[src/design/ntc_pkg.sv]
package ntc_pkg;
    localparam int TABLE_ENTRIES = 39;
    localparam int STORED_ENTRIES = 39;
    localparam int LIMIT = (TABLE_ENTRIES > STORED_ENTRIES) ? STORED_ENTRIES : TABLE_ENTRIES;
    localparam int IDX_W = $clog2(LIMIT + 1);

    localparam int RDG_W = 12;
    localparam int REF_W = 20;
    localparam int Q_W   = 36;  // resistance quotient, 1/16 ohm
    localparam int DVS_W = 12;  // full scale minus reading
    localparam int RES_W = 22;  // table entries
    localparam int DIF_W = 20;  // gap between neighboring entries
    localparam int DN_W  = 31;  // rounded interpolation dividend
    localparam int DV_W  = 21;  // rounded interpolation divisor
    localparam int OFF_W = 11;  // interpolation offset, at most 1280
    localparam int TMP_W = 17;

    localparam logic [RDG_W-1:0] FULL_10 = RDG_W'(1023);
    localparam logic [RDG_W-1:0] FULL_12 = RDG_W'(4095);
    localparam logic [REF_W-1:0] REF_RESET = REF_W'(10000);

    localparam logic CFG_MODE = 1'b0;
    localparam logic CFG_REF  = 1'b1;

    typedef struct packed {
        logic             vld;
        logic             ok;
        logic [IDX_W-1:0] k;
    } t_side;

    function automatic logic [RES_W-1:0] res_tab(input logic [IDX_W-1:0] idx);
        logic [RES_W-1:0] v;
        case (6'(idx))
            6'd0:  v = RES_W'(4939);    6'd1:  v = RES_W'(5478);
            6'd2:  v = RES_W'(6093);    6'd3:  v = RES_W'(6789);
            6'd4:  v = RES_W'(7586);    6'd5:  v = RES_W'(8494);
            6'd6:  v = RES_W'(9538);    6'd7:  v = RES_W'(10736);
            6'd8:  v = RES_W'(12122);   6'd9:  v = RES_W'(13718);
            6'd10: v = RES_W'(15579);   6'd11: v = RES_W'(17728);
            6'd12: v = RES_W'(20256);   6'd13: v = RES_W'(23216);
            6'd14: v = RES_W'(26704);   6'd15: v = RES_W'(30800);
            6'd16: v = RES_W'(35664);   6'd17: v = RES_W'(41424);
            6'd18: v = RES_W'(48352);   6'd19: v = RES_W'(56592);
            6'd20: v = RES_W'(66592);   6'd21: v = RES_W'(78592);
            6'd22: v = RES_W'(93264);   6'd23: v = RES_W'(111056);
            6'd24: v = RES_W'(133024);  6'd25: v = RES_W'(160000);
            6'd26: v = RES_W'(193440);  6'd27: v = RES_W'(234880);
            6'd28: v = RES_W'(287200);  6'd29: v = RES_W'(352480);
            6'd30: v = RES_W'(436000);  6'd31: v = RES_W'(541600);
            6'd32: v = RES_W'(678240);  6'd33: v = RES_W'(852960);
            6'd34: v = RES_W'(1082240); 6'd35: v = RES_W'(1378880);
            6'd36: v = RES_W'(1774400); 6'd37: v = RES_W'(2294400);
            6'd38: v = RES_W'(2998400);
            default: v = '0;
        endcase
        return v;
    endfunction
endpackage

[src/design/ntc_rdiv.sv]
module ntc_rdiv (
    input  logic                 i_clk,
    input  logic                 i_rst_n,
    input  logic                 i_en,
    input  logic                 i_vld,
    input  logic                 i_bad,
    input  logic [ntc_pkg::Q_W-1:0]   i_dvd,
    input  logic [ntc_pkg::DVS_W-1:0] i_dvs,
    output logic                 o_vld,
    output logic                 o_bad,
    output logic [ntc_pkg::Q_W-1:0]   o_quo
);
    import ntc_pkg::*;

    // one quotient bit per stage, msb first
    logic             r_vld [0:Q_W];
    logic             r_bad [0:Q_W];
    logic [Q_W-1:0]   r_dvd [0:Q_W];
    logic [Q_W-1:0]   r_quo [0:Q_W];
    logic [DVS_W-1:0] r_rem [0:Q_W];
    logic [DVS_W-1:0] r_dvs [0:Q_W];

    always_comb begin
        r_vld[0] = i_vld;
        r_bad[0] = i_bad;
        r_dvd[0] = i_dvd;
        r_quo[0] = '0;
        r_rem[0] = '0;
        r_dvs[0] = i_dvs;
    end

    for (genvar k = 0; k < Q_W; k++) begin : g_stage
        logic [DVS_W:0] n_tmp;
        logic           n_ge;
        assign n_tmp = {r_rem[k], r_dvd[k][Q_W-1]};
        assign n_ge  = (n_tmp >= {1'b0, r_dvs[k]});

        always_ff @(posedge i_clk) begin
            if (!i_rst_n) begin
                r_vld[k+1] <= 1'b0;
            end else if (i_en) begin
                r_vld[k+1] <= r_vld[k];
            end
        end

        always_ff @(posedge i_clk) begin
            if (i_en) begin
                r_bad[k+1] <= r_bad[k];
                r_dvs[k+1] <= r_dvs[k];
                r_dvd[k+1] <= {r_dvd[k][Q_W-2:0], 1'b0};
                r_quo[k+1] <= {r_quo[k][Q_W-2:0], n_ge};
                r_rem[k+1] <= n_ge ? DVS_W'(n_tmp - {1'b0, r_dvs[k]}) : n_tmp[DVS_W-1:0];
            end
        end
    end

    assign o_vld = r_vld[Q_W];
    assign o_bad = r_bad[Q_W];
    assign o_quo = r_quo[Q_W];
endmodule

[config.mk]
export PLATFORM = sky130hd
export DESIGN_NAME = ntc_rdiv
export DESIGN_NICKNAME = d
export VERILOG_FILES = /design/src/design/ntc_pkg.sv /design/src/design/ntc_rdiv.sv
export SDC_FILE = /design/constraint.sdc
export NUM_CORES = 2
export LEC_CHECK = 0
export BUFFER_PORTS_ARGS = -buffer_cell sky130_fd_sc_hd__buf_2
export CAP_MARGIN = 0
export CORE_ASPECT_RATIO = 0.7
export CORE_MARGIN = 5
export CORE_UTILIZATION = 51
export CTS_BUF_LIST = sky130_fd_sc_hd__clkbuf_4
export DETAILED_ROUTE_END_ITERATION = 6
export GPL_ROUTABILITY_DRIVEN = 0
export GPL_TIMING_DRIVEN = 0
export PLACE_DENSITY = 0.72
export SYNTH_ARGS = -nofsm -noshare
export SYNTH_HDL_FRONTEND = slang
export SYNTH_SLANG_ARGS = --single-unit
[constraint.sdc]
create_clock -name i_clk -period 4 [get_ports i_clk]
set_input_delay 0.4 -clock i_clk [delete_from_list [all_inputs] [get_ports i_clk]]
set_output_delay 0.4 -clock i_clk [all_outputs]
set_load 0.01 [all_outputs]
==> metrics.txt <==
status completed; postcts setup bufs 0; Worst Path Max Fanout 10; Hold Vio Cnt, Final 0; fmax 264 MHz; die width 515 um; met1 GRT Util 23.4%; post-DP HPWL 93,800 um; max-slew violation count 0; Routed Antenna Nets 0; die area 188,000 um^2; Worst Tran Pin Value between 0.9 and 1 ns; grt met3 use 4.05%; Clk Latency, worst-skew pair roughly 1.3 ns; setup_tns 0 ns; Max Cap Violations 0; GRT Overall Usage 15.8%; port bufs 90; Iteration-0 DRC Markers 3,932; register area share after synthesis 72.3%; Routed WL per cell 15.9 um; r2r endpoint g_stage[22].n_tmp[1]; cts repair resizes 0; Required @ worst endpoint 4.94 ns; TritonCTS Buffers 550; cell count after synthesis between 5k and 6k; top cells by count, synth edfxtp_1 (2,172), inv_1 (530), ha_1 (422); Primary FF master, synth edfxtp_1; largest net degree at the start of global routing 190; reg2reg start r_dvs[181]; max_slew headroom about 34%; number of synthesized flops with an enable pin 2,172; Synth warnings 0; GRT busiest layer met1; Async SR Flop Fraction 0%; initial antenna violation count 5; met2 global-route usage between 20 and 25%; total area of sequential cells around 66,000 um^2; unrepaired setup endpoints after global routing no; crit end category flip-flop; worst setup path category flip-flop to flip-flop; period utilization 94.7%; Crit. Startpoint r_dvs[181]; Synth area leader edfxtp_1; # IOs 91; Leak Pwr ~40 nW; syn avg cell area approximately 16 um^2; pwr/cell area about 690 nW/um^2; Final min period around 3.8 ns; total number of vias roughly 50k; main area contributors after synthesis edfxtp_1 (72%), ha_1 (5.8%), mux2_2 (2.6%); Starting Density 51.5%; fraction of layout instances using a drive strength above 1 between 15 and 20%; syn nets 6,357; multi-input logic area 22,700 um^2; # DRC 0; startpoint types flip-flop; Placed Area 95,000 um^2; final WL 149,000 um; final setup fails 0; root buf cell clkbuf_4; CTS clk-pin slew, worst paths ~0.08 ns; VDD IR max 0.276 mV; fin nets 7,119; CTS Buffer Depth 4; crit path DAT roughly 4.7 ns; H-tree depth 6; Rows ~130; DIE HEIGHT roughly 360 um; depth of the most critical reg-to-reg path 10; vias in the first global route approximately 49k; # hold bufs at CTS 107; Core ar. 177,000 um^2; most common cell in the netlist edfxtp_1; Cell variety after synth 61; CTS tree yes; Syn Std Cell Area 91,200 um^2; DRT Pass-1 Iters 6; Clock Sinks 2,208; final instance area between 100,000 and 150,000 um^2; clk_skew 0.0944 ns; global route overflow 0; Avg Vias per Cell 5.21; FF-to-FF setup slack around 0.21 ns; synthesized flop and latch total 2,208; critical path endpoint g_stage[22].n_tmp[1]; first-pass GRT wire length 245,000 um; number of fill cells about 14k; area share of the largest cell type after synthesis slightly above 70%; synthesis-to-finish area growth 12.7%; Hold WC Path Type input pin to flip-flop
==> worst max-delay path, cell delays in order, from the launching register on <==
cell,delay (ns)
edfxtp_1,0.55
inv_1,0.08
ha_1,0.32
nor2b_1,0.15
o31ai_1,0.32
a21oi_1,0.20
a211oi_1,0.39
a21oi_1,0.14
o32ai_1,0.47
buf_2,0.41
mux2i_1,0.52
==> worst min-delay path by stage <==
stage | start | to | slack [ns] | cells after the start
6_report | i_dvs[10] | g_stage[1].n_tmp[5] | 0.22 | 4
5_1_grt | i_dvs[10] | g_stage[1].n_tmp[7] | 0.05 | 4
3_5_place_dp | r_dvd[718] | g_stage[18].n_tmp[0] | 0.40 | 0
4_1_cts | i_dvs[10] | g_stage[1].n_tmp[5] | 0.005 | 4
2_1_floorplan | r_dvd[1006] | g_stage[10].n_tmp[0] | 0.40 | 0
3_3_place_gp | r_dvd[177] | r_dvd[142] | 0.40 | 0
==> routing by layer <==
layer	vias to the layer above	part of all wire [%]
met5	-	0
met4	0	1.9
li1	23800	-
met2	1388	43
met3	284	6.8
met1	23400	48
==> power breakdown <==
group          switching [W]  internal [W]  total, W  leakage [nW]
Sequential           0.00157        0.0304    0.0319          21.5
Clock                0.00853       0.00963    0.0182          4.07
Combinational         0.0113       0.00952    0.0208          14.6
==> cell families after synthesis <==
kind of cell / synth area share, %
DFF: 72.3
adders and majority gates: 6.54
AOI/OAI and AO/OA: 6.53
and+or+nand+nor: 5.55
buffers and inverters: 2.78
xor gates and xnor gates: 2.61
muxes: 3.70
==> placed cells by master (no fill, tap or decap), drive strengths merged, types with 16 or more instances in the layout <==
master	synthesis	routed
nand3	71	71
mux2	214	214
or3	59	59
xnor2	135	135
o211ai	16	16
inv	530	542
buf	69	172
clkbuf	37	845
a41oi	19	19
a211oi	45	45
ha	422	422
nor2	291	291
mux2i	96	96
dfxtp	36	36
dlygate4sd3	0	107
fa	34	34
clkinv	0	110
nor4	23	23
nand2b	95	95
nand2	180	180
a21o	165	165
a21oi	341	341
a31oi	35	35
and3	61	61
nor3	53	53
nor2b	126	126
o21ai	182	182
or2	19	19
xor2	137	137
o22ai	26	26
edfxtp	2172	2172
==> state kept, by name, indices dropped and copies added (netlist names), 35 cells and up <==
signal and flops:
g_stage.n_tmp 455, r_vld 35, r_bad 35, r_dvd 595, r_dvs 420, r_quo 630, o_quo 36
==> per-stage QoR <==
step / std cells / util, % / worst slack, ns / power [W] / hold slack (ns)
after floorplan: 5848 / - / 0.995 / 0.0476 / 0.400
after global placement: 8296 / 53.4 / -31.65 / 0.0533 / 0.400
after detailed placement: 8309 / 53.6 / 0.317 / 0.0528 / 0.405
after CTS: 9353 / 58.0 / 0.325 / 0.0716 / 0.00472
after global routing: 9366 / 58.0 / 0.0970 / 0.0758 / 0.0545
final: 9366 / 58.0 / 0.213 / 0.0709 / 0.223
==> final cells by class <==
class                      count  share of cell area, %
clock buffer                 808                   5.90
antenna                       13                 0.0316
sequential                  2208                   64.1
inverter                     530                   1.93
multi-input combinational   3004                   22.1
clock inverter               129                  0.660
tap                         2358                   2.87
buffer                       106                  0.529
timing repair buffer         210                   1.84
Power figures use the tool's default switching activity.
