[src/design/ntc_pkg.sv]
package ntc_pkg;
    localparam int TABLE_ENTRIES = 39;
    localparam int STORED_ENTRIES = 39;
    localparam int LIMIT = (TABLE_ENTRIES > STORED_ENTRIES) ? STORED_ENTRIES : TABLE_ENTRIES;
    localparam int IDX_W = $clog2(LIMIT + 1);

    localparam int RDG_W = 12;
    localparam int REF_W = 20;
    localparam int Q_W   = 36;  // resistance quotient, 1/16 ohm
    localparam int DVS_W = 12;  // full scale minus reading
    localparam int RES_W = 22;  // table entries
    localparam int DIF_W = 20;  // gap between neighboring entries
    localparam int DN_W  = 31;  // rounded interpolation dividend
    localparam int DV_W  = 21;  // rounded interpolation divisor
    localparam int OFF_W = 11;  // interpolation offset, at most 1280
    localparam int TMP_W = 17;

    localparam logic [RDG_W-1:0] FULL_10 = RDG_W'(1023);
    localparam logic [RDG_W-1:0] FULL_12 = RDG_W'(4095);
    localparam logic [REF_W-1:0] REF_RESET = REF_W'(10000);

    localparam logic CFG_MODE = 1'b0;
    localparam logic CFG_REF  = 1'b1;

    typedef struct packed {
        logic             vld;
        logic             ok;
        logic [IDX_W-1:0] k;
    } t_side;

    function automatic logic [RES_W-1:0] res_tab(input logic [IDX_W-1:0] idx);
        logic [RES_W-1:0] v;
        case (6'(idx))
            6'd0:  v = RES_W'(4939);    6'd1:  v = RES_W'(5478);
            6'd2:  v = RES_W'(6093);    6'd3:  v = RES_W'(6789);
            6'd4:  v = RES_W'(7586);    6'd5:  v = RES_W'(8494);
            6'd6:  v = RES_W'(9538);    6'd7:  v = RES_W'(10736);
            6'd8:  v = RES_W'(12122);   6'd9:  v = RES_W'(13718);
            6'd10: v = RES_W'(15579);   6'd11: v = RES_W'(17728);
            6'd12: v = RES_W'(20256);   6'd13: v = RES_W'(23216);
            6'd14: v = RES_W'(26704);   6'd15: v = RES_W'(30800);
            6'd16: v = RES_W'(35664);   6'd17: v = RES_W'(41424);
            6'd18: v = RES_W'(48352);   6'd19: v = RES_W'(56592);
            6'd20: v = RES_W'(66592);   6'd21: v = RES_W'(78592);
            6'd22: v = RES_W'(93264);   6'd23: v = RES_W'(111056);
            6'd24: v = RES_W'(133024);  6'd25: v = RES_W'(160000);
            6'd26: v = RES_W'(193440);  6'd27: v = RES_W'(234880);
            6'd28: v = RES_W'(287200);  6'd29: v = RES_W'(352480);
            6'd30: v = RES_W'(436000);  6'd31: v = RES_W'(541600);
            6'd32: v = RES_W'(678240);  6'd33: v = RES_W'(852960);
            6'd34: v = RES_W'(1082240); 6'd35: v = RES_W'(1378880);
            6'd36: v = RES_W'(1774400); 6'd37: v = RES_W'(2294400);
            6'd38: v = RES_W'(2998400);
            default: v = '0;
        endcase
        return v;
    endfunction
endpackage

[src/design/ntc_odiv.sv]
module ntc_odiv (
    input  logic                     i_clk,
    input  logic                     i_rst_n,
    input  logic                     i_en,
    input  ntc_pkg::t_side           i_side,
    input  logic [ntc_pkg::DN_W-1:0] i_dn,
    input  logic [ntc_pkg::DV_W-1:0] i_dv,
    output ntc_pkg::t_side           o_side,
    output logic [ntc_pkg::OFF_W-1:0] o_off
);
    import ntc_pkg::*;

    // quotient stays below 2^OFF_W, so the top bits start as the remainder
    t_side            r_side [0:OFF_W];
    logic [DV_W-1:0]  r_rem  [0:OFF_W];
    logic [OFF_W-1:0] r_low  [0:OFF_W];
    logic [DV_W-1:0]  r_dv   [0:OFF_W];
    logic [OFF_W-1:0] r_quo  [0:OFF_W];

    always_comb begin
        r_side[0] = i_side;
        r_rem[0]  = DV_W'(i_dn[DN_W-1:OFF_W]);
        r_low[0]  = i_dn[OFF_W-1:0];
        r_dv[0]   = i_dv;
        r_quo[0]  = '0;
    end

    for (genvar k = 0; k < OFF_W; k++) begin : g_stage
        logic [DV_W:0] n_tmp;
        logic          n_ge;
        assign n_tmp = {r_rem[k], r_low[k][OFF_W-1]};
        assign n_ge  = (n_tmp >= {1'b0, r_dv[k]});

        always_ff @(posedge i_clk) begin
            if (!i_rst_n) begin
                r_side[k+1].vld <= 1'b0;
            end else if (i_en) begin
                r_side[k+1].vld <= r_side[k].vld;
            end
        end

        always_ff @(posedge i_clk) begin
            if (i_en) begin
                r_side[k+1].ok <= r_side[k].ok;
                r_side[k+1].k  <= r_side[k].k;
                r_dv[k+1]      <= r_dv[k];
                r_low[k+1]     <= {r_low[k][OFF_W-2:0], 1'b0};
                r_quo[k+1]     <= {r_quo[k][OFF_W-2:0], n_ge};
                r_rem[k+1]     <= n_ge ? DV_W'(n_tmp - {1'b0, r_dv[k]}) : n_tmp[DV_W-1:0];
            end
        end
    end

    assign o_side = r_side[OFF_W];
    assign o_off  = r_quo[OFF_W];
endmodule

[config.mk]
export PLATFORM = sky130hd
export DESIGN_NAME = ntc_odiv
export DESIGN_NICKNAME = d
export VERILOG_FILES = /design/src/design/ntc_pkg.sv /design/src/design/ntc_odiv.sv
export SDC_FILE = /design/constraint.sdc
export NUM_CORES = 1
export LEC_CHECK = 0
export ABC_CLOCK_PERIOD_IN_PS = 3090
export BUFFER_PORTS_ARGS = -buffer_cell sky130_fd_sc_hd__buf_2
export CORE_ASPECT_RATIO = 0.75
export CORE_UTILIZATION = 57
export CTS_CLUSTER_DIAMETER = 120
export DETAILED_ROUTE_END_ITERATION = 16
export GPL_TIMING_DRIVEN = 0
export PLACE_DENSITY = 0.78
export SYNTH_ARGS = -nofsm -noshare
export SYNTH_HDL_FRONTEND = slang
export SYNTH_SLANG_ARGS = --single-unit
[constraint.sdc]
create_clock -name i_clk -period 3.09 [get_ports i_clk]
set_clock_uncertainty 0.15 [all_clocks]
set_input_delay 0.1545 -clock i_clk [delete_from_list [all_inputs] [get_ports i_clk]]
set_output_delay 0.1545 -clock i_clk [all_outputs]
set_load 0.02 [all_outputs]
==> reports/metrics.cfg <==
[worst_setup_path]
arrival_ps = 3730
cp-end-kind = register
critPathKind = reg -> reg
start_kind = register
crit_fanout = 6
cp.required_ps = 3330

[floorplanning]
die_y_um = 211
dieWidth_um = 281
start_util_pct = 57.9
pin_count = 82
dieArea_mm2 = 0.0595
num_rows = 76
core-area_mm2 = 0.0576

[power]
combPwrFrac_pct = 49.9
p_int_w = 0.0272
p_sw_w = 0.0149
seqPwrFrac_pct = 30.9
finalPower_w = 0.0421
clock_power_share_pct = 19.2
vdd_drop_max_uv = 589
leakage_nw = 17.0
p_sw_share_pct = 35.4
p_per_area_mw_per_mm2 = 1030

[timing]
rsz0062_at_grt = yes
fin_crit_ps = 3490
fin_ws_ps = -398
tns_ps = -33290
setup_viol = 159
final-hold-violation-count = 0
drv_slew = 0
post-route-period-util_pct = 113
clock.fmax_mhz = 287
tightest_slew_ps = 1080
slew_headroom_pct = 26.4

[drt]
num_vias = 23000
drt_iter0_markers = 2589
postRouteAntennaNets = 0
drc = 0
via_per_inst = 5.92
drt-wirelength-per-cell_um = 21.2
wl_um = 82500
first_pass_iters = 6

[synthesis]
synth-seq-area-share_pct = 56.3
synth.area.top_cells = edfxtp_1 56%, ha_1 8.7%, inv_1 3.5%, xnor2_1 2.8%, a21oi_1 2.7%
netlist_instances = 2676
yosysWarnings = 0
synth_flop_cell = edfxtp_1
synth_edf_count = 618
synth_fp_nets = 2980
synth_top_cell_by_area = edfxtp_1
synth_seq_cells = 629
syn-cell-area_mm2 = 0.0333
async_reset_ff_share_pct = 0
syn_area_per_cell_um2 = 12.5
yosysUniqueCellTypes = 96
synth_top_area_share_pct = 55.7

[clock_tree]
root_buffer = clkbuf_16
clk_latency_ps = 650
numCtsBuffers = 60
cts.sinks = 629
clk_pin_slew_ps = 60
h-tree-depth = 2
cts_tree = built
clk_path_buf_depth = 3

[status]
violations = setup timing
outcome = complete, but fails checks

[layout]
mostFrequentLayoutCells = 618 x edfxtp_1, 290 x inv_1, 210 x ha_1, 156 x a21oi_1, 144 x buf_4
nets = 3360
layout-drive-gt1-share_pct = 24.6
post-route-cell-area_mm2 = 0.0410
nFillCells = 3877
area_growth_syn_to_layout_pct = 23.0
fin_cells = 3888
mostFrequentLayoutCell = edfxtp_1
diodes = 0

[global_routing]
groute.layer.met1.usage_pct = 44.2
grt_pass1_wl_um = 124000
grt_use_met2_pct = 36.4
busiest_layer = met1
grt_max_degree = 129
met3_usage_pct = 6.25
grt_pass1_vias = 22000
grt_overflow = 0
antenna_found_initial = 1
grt_util_all_layers_pct = 27.1

[place]
port-buffer-count = 81
gp_congestion = 0.961
dpl.cell_count = 3542
postPlaceCellArea_mm2 = 0.0349
dp_hpwl_um = 54700

[run]
drv_cap = 0

[worst_hold_path]
hold_class = in -> reg

==> cell usage after synthesis, drive strengths merged, types with 32 or more instances <==
cell and number:
inv 311, a21o 88, nor3 37, buf 48, mux2 152, xnor2 105
xor2 52, nor2 118, edfxtp 618, nand2 112, a21oi 182, nand3 46
nor2b 36, ha 231, nand4 32, o21ai 116
==> registers in the layout, indices dropped and copies added (netlist names) <==
| register | count |
|---|---|
| o_off | 11 |
| g_stage.n_tmp | 220 |
| r_quo | 55 |
| o_side | 8 |
| r_low | 45 |
| r_dv | 210 |
| r_side | 80 |
==> per-layer routing <==
layer  part of all wire (%)  vias up  routed length [um]
met3                    9.7       85                7990
met2                     40      935               33200
met4                    1.2        0                1020
li1                       -    10700                   -
met1                     49    11300               40300
met5                      0        -                   0
==> power groups by stage <==
stage / clock, W / combinational [W] / sequential [W]
after detailed placement: 0 / 0.0147 / 0.0131
final: 0.00807 / 0.0210 / 0.0130
after global placement: 0 / 0.0142 / 0.0132
after CTS: 0.00823 / 0.0188 / 0.0129
after floorplan: 0 / 0.0112 / 0.0127
after global routing: 0.00854 / 0.0224 / 0.0132
==> final cells by class <==
type | count | area (um2) | share of cell area (%)
Sequential cell | 629 | 18800 | 45.8
Multi-Input combinational cell | 1671 | 14300 | 34.8
Timing Repair Buffer | 323 | 2970 | 7.25
Clock buffer | 67 | 1530 | 3.72
Inverter | 311 | 1200 | 2.93
Tap cell | 780 | 976 | 2.38
Clock inverter | 47 | 647 | 1.58
Buffer | 60 | 632 | 1.54
==> critical path, stage by stage (launching register included) <==
cell	delay (ps)
edfxtp_1	380
inv_2	90
ha_4	130
inv_2	40
fa_2	370
a21o_1	210
a22oi_2	260
nor2_2	80
or4_4	470
nand2_4	100
o41ai_4	80
a41oi_2	200
buf_12	190
clkbuf_16	170
mux2_4	290
==> cells by family (layout without fill, tap and decap cells) <==
group | count (synthesis) | count (layout) | synth area share, %
adders and majority gates | 241 | 241 | 9.27
buffers and inverters | 376 | 808 | 4.79
and+or+nand+nor | 496 | 496 | 7.51
muxes | 181 | 181 | 6.21
DFF | 629 | 629 | 56.3
xor gates and xnor gates | 157 | 157 | 4.12
AOI/OAI and AO/OA | 596 | 596 | 11.8
==> metrics by stage <==
stage | setup slack (ps) | util, % | hold slack (ps)
floorplan | -36.9 | - | 103
global placement | -7630 | 60.3 | 181
detailed placement | -873 | 60.6 | 183
CTS | -425 | 69.5 | 12.9
global route | -493 | 71.2 | 51.5
finish | -398 | 71.2 | 64.0
==> what timing repair did <==
action	4_1_cts	5_1_grt
gates cloned	9	4
endpoints found under the setup margin	198	219
resized for setup	269	156
buffers inserted	130	41
pin swaps	61	73
endpoints found under the hold margin	158	0
hold buffers	62	0
==> worst paths after layout <==
path	cells past startpoint	slack, ps	endpoint	from
hold / removal	2	60	r_low[116]	i_dn[5]
setup / recovery	14	-400	g_stage[8].n_tmp[12]	g_stage[7].n_tmp[0]
setup reg to reg	14	-400	g_stage[8].n_tmp[12]	g_stage[7].n_tmp[0]
hold reg to reg	0	260	r_quo[24]	r_quo[34]
(Power assumes the default switching activity.)
