**config.mk**
```make
export PLATFORM = sky130hd
export DESIGN_NAME = ntc_search
export DESIGN_NICKNAME = d
export VERILOG_FILES = /design/src/design/ntc_pkg.sv /design/src/design/ntc_search.sv
export SDC_FILE = /design/constraint.sdc
export NUM_CORES = 1
export LEC_CHECK = 0
export BUFFER_PORTS_ARGS = -buffer_cell sky130_fd_sc_hd__buf_2
export CORE_MARGIN = 1.5
export CORE_UTILIZATION = 25
export DETAILED_ROUTE_END_ITERATION = 8
export GPL_TIMING_DRIVEN = 0
export MAX_ROUTING_LAYER = met4
export PLACE_DENSITY_LB_ADDON = 0.15
export RECOVER_POWER = 50
export SETUP_SLACK_MARGIN = 0.05
export SYNTH_ARGS = -nofsm -noshare
export SYNTH_HDL_FRONTEND = slang
export SYNTH_SLANG_ARGS = --single-unit
```
**constraint.sdc**
```tcl
create_clock -name i_clk -period 9.85 [get_ports i_clk]
set_input_delay 1.97 -clock i_clk [delete_from_list [all_inputs] [get_ports i_clk]]
set_output_delay 1.97 -clock i_clk [all_outputs]
set_load 0.01 [all_outputs]
```
**src/design/ntc_pkg.sv**
```systemverilog
package ntc_pkg;
    localparam int TABLE_ENTRIES = 39;
    localparam int STORED_ENTRIES = 39;
    localparam int LIMIT = (TABLE_ENTRIES > STORED_ENTRIES) ? STORED_ENTRIES : TABLE_ENTRIES;
    localparam int IDX_W = $clog2(LIMIT + 1);

    localparam int RDG_W = 12;
    localparam int REF_W = 20;
    localparam int Q_W   = 36;  // resistance quotient, 1/16 ohm
    localparam int DVS_W = 12;  // full scale minus reading
    localparam int RES_W = 22;  // table entries
    localparam int DIF_W = 20;  // gap between neighboring entries
    localparam int DN_W  = 31;  // rounded interpolation dividend
    localparam int DV_W  = 21;  // rounded interpolation divisor
    localparam int OFF_W = 11;  // interpolation offset, at most 1280
    localparam int TMP_W = 17;

    localparam logic [RDG_W-1:0] FULL_10 = RDG_W'(1023);
    localparam logic [RDG_W-1:0] FULL_12 = RDG_W'(4095);
    localparam logic [REF_W-1:0] REF_RESET = REF_W'(10000);

    localparam logic CFG_MODE = 1'b0;
    localparam logic CFG_REF  = 1'b1;

    typedef struct packed {
        logic             vld;
        logic             ok;
        logic [IDX_W-1:0] k;
    } t_side;

    function automatic logic [RES_W-1:0] res_tab(input logic [IDX_W-1:0] idx);
        logic [RES_W-1:0] v;
        case (6'(idx))
            6'd0:  v = RES_W'(4939);    6'd1:  v = RES_W'(5478);
            6'd2:  v = RES_W'(6093);    6'd3:  v = RES_W'(6789);
            6'd4:  v = RES_W'(7586);    6'd5:  v = RES_W'(8494);
            6'd6:  v = RES_W'(9538);    6'd7:  v = RES_W'(10736);
            6'd8:  v = RES_W'(12122);   6'd9:  v = RES_W'(13718);
            6'd10: v = RES_W'(15579);   6'd11: v = RES_W'(17728);
            6'd12: v = RES_W'(20256);   6'd13: v = RES_W'(23216);
            6'd14: v = RES_W'(26704);   6'd15: v = RES_W'(30800);
            6'd16: v = RES_W'(35664);   6'd17: v = RES_W'(41424);
            6'd18: v = RES_W'(48352);   6'd19: v = RES_W'(56592);
            6'd20: v = RES_W'(66592);   6'd21: v = RES_W'(78592);
            6'd22: v = RES_W'(93264);   6'd23: v = RES_W'(111056);
            6'd24: v = RES_W'(133024);  6'd25: v = RES_W'(160000);
            6'd26: v = RES_W'(193440);  6'd27: v = RES_W'(234880);
            6'd28: v = RES_W'(287200);  6'd29: v = RES_W'(352480);
            6'd30: v = RES_W'(436000);  6'd31: v = RES_W'(541600);
            6'd32: v = RES_W'(678240);  6'd33: v = RES_W'(852960);
            6'd34: v = RES_W'(1082240); 6'd35: v = RES_W'(1378880);
            6'd36: v = RES_W'(1774400); 6'd37: v = RES_W'(2294400);
            6'd38: v = RES_W'(2998400);
            default: v = '0;
        endcase
        return v;
    endfunction
endpackage

```
**src/design/ntc_search.sv**
```systemverilog
module ntc_search (
    input  logic                  i_clk,
    input  logic                  i_rst_n,
    input  logic                  i_en,
    input  logic                  i_vld,
    input  logic                  i_bad,
    input  logic [ntc_pkg::Q_W-1:0]  i_r,
    output ntc_pkg::t_side        o_side,
    output logic [ntc_pkg::DN_W-1:0] o_dn,
    output logic [ntc_pkg::DV_W-1:0] o_dv
);
    import ntc_pkg::*;

    // stage 1: compare against every entry
    logic             r1_vld, r1_bad;
    logic [LIMIT-1:0] r1_le;
    logic [RES_W-1:0] r1_r;
    // stage 2: count entries at or below r
    logic             r2_vld, r2_ok;
    logic [IDX_W-1:0] r2_cnt;
    logic [RES_W-1:0] r2_r;
    // stage 3: neighbors and rounded dividend
    logic [LIMIT-1:0] n_le;
    logic [IDX_W-1:0] n_cnt, n_k;
    logic [RES_W-1:0] n_lo, n_hi;
    logic [DIF_W-1:0] n_dif, n_den;
    logic [DN_W-1:0]  n_dn;
    t_side            r3_side;
    logic [DN_W-1:0]  r3_dn;
    logic [DV_W-1:0]  r3_dv;

    always_comb begin
        for (int j = 0; j < LIMIT; j++) begin
            n_le[j] = ({{(Q_W-RES_W){1'b0}}, res_tab(IDX_W'(j))} <= i_r);
        end
    end

    // table is increasing, so the first entry above r sits at the count of those at or below
    assign n_cnt = IDX_W'($countones(r1_le));
    assign n_k   = r2_cnt - IDX_W'(1);
    assign n_lo  = res_tab(n_k);
    assign n_hi  = res_tab(r2_cnt);
    assign n_dif = DIF_W'(r2_r - n_lo);
    assign n_den = DIF_W'(n_hi - n_lo);
    // 2 * 1280 * dif + den, so a plain divide by 2 * den rounds half up
    assign n_dn  = DN_W'({n_dif, 11'b0}) + DN_W'({n_dif, 9'b0}) + DN_W'(n_den);

    always_ff @(posedge i_clk) begin
        if (!i_rst_n) begin
            r1_vld       <= 1'b0;
            r2_vld       <= 1'b0;
            r3_side.vld  <= 1'b0;
        end else if (i_en) begin
            r1_vld       <= i_vld;
            r2_vld       <= r1_vld;
            r3_side.vld  <= r2_vld;
        end
    end

    always_ff @(posedge i_clk) begin
        if (i_en) begin
            r1_bad     <= i_bad;
            r1_le      <= n_le;
            r1_r       <= i_r[RES_W-1:0];
            r2_ok      <= !r1_bad && (n_cnt != '0) && (n_cnt < IDX_W'(LIMIT));
            r2_cnt     <= n_cnt;
            r2_r       <= r1_r;
            r3_side.ok <= r2_ok && (n_den != '0);
            r3_side.k  <= n_k;
            r3_dn      <= r2_ok ? n_dn : '0;
            r3_dv      <= r2_ok ? {n_den, 1'b0} : DV_W'(2);
        end
    end

    assign o_side = r3_side;
    assign o_dn   = r3_dn;
    assign o_dv   = r3_dv;
endmodule

```
==> results of run 1 <==
==> layout make-up <==
type                       instances  share of cell area
sequential                       160               0.298
tap                              688              0.0560
multi-input combinational       1151               0.528
inverter                          98              0.0239
clock inverter                    11             0.00594
clock buffer                      21              0.0321
buffer                            84              0.0240
timing repair buffer             100              0.0323
==> what timing repair did <==
action                                  in CTS  in global routing
gates resized for setup                      0                  8
setup buffers                                0                  0
endpoints found under the setup margin       0                 12
==> layer usage <==
metal | vias up | part of all wire
li1 | 5718 | -
met1 | 5694 | 0.45
met2 | 481 | 0.46
met3 | 94 | 0.058
met4 | 0 | 0.037
met5 | - | 0
==> final timing paths <==
path | to | cells after the start
setup / recovery | o_dn[27] | 27
hold / removal | r2_r[16] | 0
setup reg to reg | o_dn[27] | 27
hold reg to reg | r2_r[16] | 0
==> cells in the final DEF, fill, tap and decap left out, types with 10 or more instances in the layout <==
cell	Yosys	routed
edfxtp_1	137	137
nor2_1	128	128
nand2_1	122	122
a21oi_1	119	118
o21ai_0	108	108
ha_1	97	97
inv_1	94	94
buf_2	8	86
clkbuf_1	60	81
nor3_1	44	44
fa_1	42	42
nand3_1	38	38
and2_1	30	30
xnor2_1	26	26
nand2b_1	23	23
nor2b_1	23	23
dfxtp_1	23	23
o21a_1	20	20
a21o_1	20	20
xor2_1	19	19
clkbuf_16	0	19
a31oi_1	18	18
nand4_1	17	17
o211ai_1	15	15
o31ai_1	14	14
and3_1	14	14
nor4_1	15	14
a211oi_1	13	13
o311ai_0	12	12
or3_1	11	11
mux2i_1	11	11
buf_4	11	10
==> flip-flops by register name, summed over array words and instances (netlist names), 6 cells and up <==
signal	count
r1_le	39
r2_cnt	6
o_dn	31
r2_r	20
r1_r	20
o_side	8
o_dv	12
n_hi	20
==> metrics by stage <==
step                      setup WS, ps   util  hold WS [ps]  cell area [um^2]  cells
after CTS                          187  0.292           420             15400   2313
after global placement            84.8  0.280           403             14800   2280
after global routing              80.3  0.291           425             15400   2313
after detailed placement           242  0.281           405             14800   2281
final                              733  0.291           419             15400   2313
after floorplan                   2460      -           400             13400   1493
==> cells by family after synthesis <==
| group | synth area share |
|---|---|
| buf+inv | 0.0549 |
| simple gates | 0.189 |
| compound gates | 0.218 |
| fa+ha+maj | 0.153 |
| mux | 0.0107 |
| xor+xnor | 0.0330 |
| other cells | 0.000280 |
| flops | 0.341 |
==> critical path, stage by stage, from the launching register on <==
cell and delay (ps):
edfxtp_1 580, inv_1 200, clkbuf_2 310, ha_1 270
clkbuf_1 440, inv_1 190, ha_1 510, clkbuf_1 430
clkbuf_1 430, a21oi_1 150, a222oi_1 800, ha_1 450
and3_1 210, a221o_1 390, o211a_4 300, o311ai_4 310
a21oi_1 180, nor2_1 220, fa_1 430, ha_1 360
and3_1 190, a221oi_1 380, a21o_1 240, o21ai_0 180
o211a_1 270, o21ai_0 190, xor2_1 160, nor2_1 50
==> results.toml, run 1 <==
[setup_path]
critPathLaunch = "r2_cnt[0]"
start_kind = "register"
worstPathRequired_ps = 10070
cp_max_fo = 12
r2r_slack_ps = 730
arrival_ps = 9330
r2r-start = "r2_cnt[0]"
cp-end-kind = "register"
path_class = "reg -> reg"

[die]
die_h_um = 235
die_w_um = 235
start_util = 0.254
rows = 84
ios = 101
core-area_um2 = 52800
die-area_um2 = 55100

[outcome]
status = "complete, but fails checks"
violations = "DRC, capacitance limit, slew limit"

[grt]
antenna_found_initial = 0
grt_pass1_wl_um = 69900
grt_max_degree = 96
grt_most_used_layer = "met2"
use_met1 = 0.217
grt_pass1_vias = 11700
met2_usage = 0.266
use_met3 = 0.0293
grt_use_total = 0.171
overflow = 0

[sta]
fin_crit_ps = 9120
fmax_ghz = 0.110
hold_viol_final = 0
clock-skew-final_ps = 13.8
post-route-period-util = 0.926
worstMarginPinSlew_ps = 2750
fin_setup_tns_ps = 0
slew_headroom = -0.836
finalMaxSlewViolations = 44
rsz0062_at_grt = "false"
setup_violations = 0

[yosys]
yosysTopAreaCell = "edfxtp_1"
syn-cell-area_um2 = 13400
synth_area_leaders = "edfxtp_1 31%, ha_1 9.0%, fa_1 6.3%, a21oi_1 4.4%, o21ai_0 4.0%"
synthCells = 1493
synth_most_common_cell = "edfxtp_1"
syn_area_per_cell_um2 = 8.98
yosysTopAreaCellShare = 0.307
async_reset_ff_frac = 0
ys_top_cells_by_count = "137 x edfxtp_1, 128 x nor2_1, 122 x nand2_1"
synthFlopType = "edfxtp_1"
syn_nets = 1673
ys_types = 97
synth_warnings = 0
synth_sequential_area_ratio = 0.341
ys_seq_elements = 160
synth_edf_count = 137

[cells_and_area]
multiInputGateArea_um2 = 8110
regArea_um2 = 4570
diodes = 0
area_growth_pct = 14.6
fillerInstances = 5670
nets = 1792
drive_gt1_frac = 0.108

[run]
max-cap-violations = 1

[routing]
vias_per_cell = 5.18
num_vias = 12000
ant_nets = 0
remaining_drc_errors = 5
detail_route.wl_per_cell_um = 19.8
wl_um = 45800
dr.pass1.iters = 9
drt-initial-drc-count = 1137

[clocking]
cts-root-buf = "clkbuf_16"
cts_hold_buf = 0
cts_buffer_depth = 2
cts_buffers = 17
clk_latency_ps = 480
clock-sinks = 160
clkTransAtPathRegs_ps = 60
htreeDepth = 4
cts_tree = "built"

[hold_path]
min_from = "r1_r[16]"
hp-class = "reg -> reg"

[placement]
gp_congestion = 0.944
port_buffers = 99
hpwl_um = 36100
Power of run 1 is not shown: default switching activity piles up to over one toggle a cycle in this logic, so the estimate is an artifact.
==> run 2, diff against run 1 <==
Settings changed: CORE_ASPECT_RATIO from default to 0.8.
==> results.toml, run 2 (same netlist as run 1, synthesis figures left out) <==
[outcome]
status = "complete, but fails checks"
violations = "capacitance limit, slew limit"

[clocking]
cts-root-buf = "clkbuf_16"
clk_latency_ps = 460
htreeDepth = 4
cts_hold_buf = 0
cts_tree = "built"
clkTransAtPathRegs_ps = 70
cts_buffer_depth = 2
cts_buffers = 17
post-cts-setup-buffers = 0
clock-sinks = 160

[routing]
vias_per_cell = 5.19
wl_met2_um = 20100
detail_route.wl_per_cell_um = 20.4
num_vias = 12000
remaining_drc_errors = 0
wl_um = 47300
drt-initial-drc-count = 1246
highest_layer = "met4"
ant_nets = 0
wl_met3_um = 3380
wl_met1_um = 22900
dr.pass1.iters = 5

[grt]
grt_pass1_wl_um = 72000
overflow = 0
grt_max_degree = 96
grt_pass1_vias = 11800
antenna_found_initial = 2
grt_use_total = 0.179

[cells_and_area]
layout_commonest_cell = "edfxtp_1"
fillerInstances = 5706
top_register = "r1_le"
multiInputGateArea_um2 = 8120
area_growth_pct = 14.5
drive_gt1_frac = 0.105
final_cell_mix = "137 x edfxtp_1, 128 x nor2_1, 122 x nand2_1"
largest_register_ffs = 39
nets = 1792
regArea_um2 = 4570

[sta]
post-route-period-util = 0.922
fin_crit_ps = 9080
fmax_ghz = 0.110
hold_viol_final = 0
rsz0062_at_grt = "false"
setup_violations = 0
clock-skew-final_ps = 16.3
slew_headroom = -2.44
finalMaxSlewViolations = 141
fin_setup_tns_ps = 0
worstMarginPinSlew_ps = 5170

[die]
die_w_um = 262
ios = 101
rows = 75
die-area_um2 = 55100
die_h_um = 210
core-area_um2 = 52700
start_util = 0.254

[placement]
port_buffers = 99
hpwl_um = 37200
gp_congestion = 0.946

[setup_path]
r2r_cells = 28
start_kind = "register"
cp_max_fo = 10
crit_slowest_cell = "edfxtp_1"
arrival_ps = 9280
worstPathRequired_ps = 10040
r2r_slack_ps = 770
critical-path-max-stage-delay_ps = 520
cp-end-kind = "register"
path_class = "reg -> reg"

[hold_path]
hp-class = "reg -> reg"
hold_path_depth = 0

[run]
max-cap-violations = 2
-- run 2: cell count changes in the layout (fill, tap and decap cells not counted), sizes merged, moves of 2 or more --
cell,change
bufinv,+3
clkinv,+2
inv,-4
clkinvlp,+2
clkbuf,-3
-- run 2: final cells by class --
cell class              count  share of cell area
diodes                      1            0.000163
plain buffers              84              0.0239
clock buffers              17              0.0277
clock inverters            14              0.0108
inverters                  98              0.0239
multi-input cells        1151               0.528
flip-flops and latches    160               0.298
well taps                 693              0.0565
repair buffers            100              0.0308
-- run 2: per-layer routing --
| metal | up-vias | track usage |
|---|---|---|
| met4 | 0 | 0.0469 |
| met1 | 5776 | 0.252 |
| met2 | 469 | 0.255 |
| met5 | - | - |
| met3 | 56 | 0.0411 |
| li1 | 5735 | - |
-- run 2: worst paths after layout --
path | startpoint | end
max | r2_cnt[1] | o_dn[27]
min | r1_r[12] | r2_r[12]
max reg2reg | r2_cnt[1] | o_dn[27]
min reg2reg | r1_r[12] | r2_r[12]
-- run 2: what timing repair did --
action                                  4_1_cts  5_1_grt
gates resized for setup                       0        6
endpoints found under the setup margin        0       12
endpoints found under the hold margin         0        0
-- run 2: metrics by stage --
stage | instances | hold slack [ps] | setup WS [ps] | utilization | area (um^2)
floorplan | 1493 | 400 | 2460 | - | 13400
global placement | 2285 | 404 | 115 | 0.280 | 14800
detailed placement | 2286 | 405 | 164 | 0.281 | 14800
CTS | 2317 | 416 | 152 | 0.292 | 15400
global route | 2318 | 426 | 78.5 | 0.291 | 15400
finish | 2318 | 416 | 766 | 0.291 | 15400
-- run 2: worst max-delay path, delay by kind of cell (launching register included) --
family,cells,cell delay [ps]
AND/OR/NAND/NOR,5,1140
XOR/XNOR,1,160
buffers and inverters,7,2360
AO/OA/AOI/OAI,10,2580
adder cells (fa/ha/maj),5,2030
flip-flops,1,520
Power of run 2 is left out for the same reason.
==> run 3, diff against run 2 <==
Settings changed: CELL_PAD_IN_SITES_DETAIL_PLACEMENT from default to 0, CELL_PAD_IN_SITES_GLOBAL_PLACEMENT from default to 1.
==> results.toml, run 3 (same netlist as run 1, synthesis figures left out) <==
[outcome]
status = "complete, but fails checks"
violations = "capacitance limit, slew limit"

[cells_and_area]
layout_commonest_cell = "edfxtp_1"
final_cell_mix = "137 x edfxtp_1, 128 x nor2_1, 122 x nand2_1"
drive_gt1_frac = 0.108
top_register = "r1_le"
area_growth_pct = 14.8
largest_register_ffs = 39
nets = 1792

[sta]
fin_setup_tns_ps = 0
fin_crit_ps = 8920
slew_headroom = -2.35
hold_viol_final = 0
post-route-period-util = 0.906
fmax_ghz = 0.112
rsz0062_at_grt = "false"
worstMarginPinSlew_ps = 5030
setup_violations = 0
finalMaxSlewViolations = 141
clock-skew-final_ps = 13.5

[routing]
dr.pass1.iters = 8
num_vias = 11900
vias_per_cell = 5.14
remaining_drc_errors = 0
ant_nets = 0
detail_route.wl_per_cell_um = 20.1
wl_um = 46700
drt-initial-drc-count = 1022

[clocking]
cts-root-buf = "clkbuf_16"
clock-sinks = 160
cts_tree = "built"
htreeDepth = 4
clk_latency_ps = 450
cts_buffers = 17
post-cts-setup-buffers = 0
clkTransAtPathRegs_ps = 70
cts_buffer_depth = 2

[die]
core-area_um2 = 52700
die_h_um = 210
rows = 75
die_w_um = 262
die-area_um2 = 55100
ios = 101
start_util = 0.254

[setup_path]
cp-end-kind = "register"
cp_max_fo = 10
critical-path-max-stage-delay_ps = 550
arrival_ps = 9110
path_class = "reg -> reg"
crit_slowest_cell = "edfxtp_1"
critPathMostFrequentCell = "ha_1"
start_kind = "register"
worstPathRequired_ps = 10040

[hold_path]
hp-class = "reg -> reg"

[grt]
grt_pass1_vias = 11500
grt_pass1_wl_um = 70400
grt_max_degree = 99
grt_use_total = 0.175
antenna_found_initial = 1
overflow = 0

[placement]
port_buffers = 99
gp_congestion = 0.932
hpwl_um = 37200

[run]
max-cap-violations = 2
-- run 3: layout make-up --
type                       count  area, um^2
clock buffer                  18         429
multi-input combinational   1151        8120
fill                        5682       37300
sequential                   160        4570
buffer                        84         369
inverter                      98         368
tap                          693         867
timing repair buffer         100         473
antenna                        3        7.51
clock inverter                14         188
-- run 3: path summary, 6_finish.rpt --
kind | startpoint | cells after the start | slack [ps] | to
max | r2_cnt[1] | 28 | 930 | o_dn[27]
max reg2reg | r2_cnt[1] | 28 | 930 | o_dn[27]
min reg2reg | r1_r[7] | 0 | 420 | r2_r[7]
min | r1_r[7] | 0 | 420 | r2_r[7]
-- run 3: routing by layer --
metal | routed length (um) | vias up | track usage
met2 | 20000 | 425 | 0.249
met5 | 0 | - | -
met3 | 3050 | 50 | 0.0366
met1 | 22800 | 5725 | 0.250
met4 | 842 | 0 | 0.0451
li1 | - | 5721 | -
-- run 3: critical path, delay by kind of cell, from the launching register on --
family / cells / cell delay [ps]
buffers and inverters: 7 / 2210
AND/OR/NAND/NOR: 5 / 1200
flip-flops: 1 / 550
AO/OA/AOI/OAI: 10 / 2530
XOR/XNOR: 1 / 160
adder cells (fa/ha/maj): 5 / 2000
-- run 3: per-stage QoR --
| step | cell area, um^2 | utilization | setup WS, ps | hold slack (ps) | std cells |
|---|---|---|---|---|---|
| after CTS | 15400 | 0.293 | 275 | 411 | 2318 |
| after global placement | 14800 | 0.280 | 274 | 404 | 2285 |
| after detailed placement | 14800 | 0.281 | 323 | 405 | 2286 |
| after global routing | 15400 | 0.292 | 264 | 422 | 2321 |
| final | 15400 | 0.292 | 930 | 415 | 2321 |
| after floorplan | 13400 | - | 2460 | 400 | 1493 |
-- run 3: timing repair --
action / in CTS / in global routing
gates resized for setup: 0 / 9
hold buffers: 0 / 0
endpoints found under the setup margin: 0 / 12
Power of run 3 is left out for the same reason.
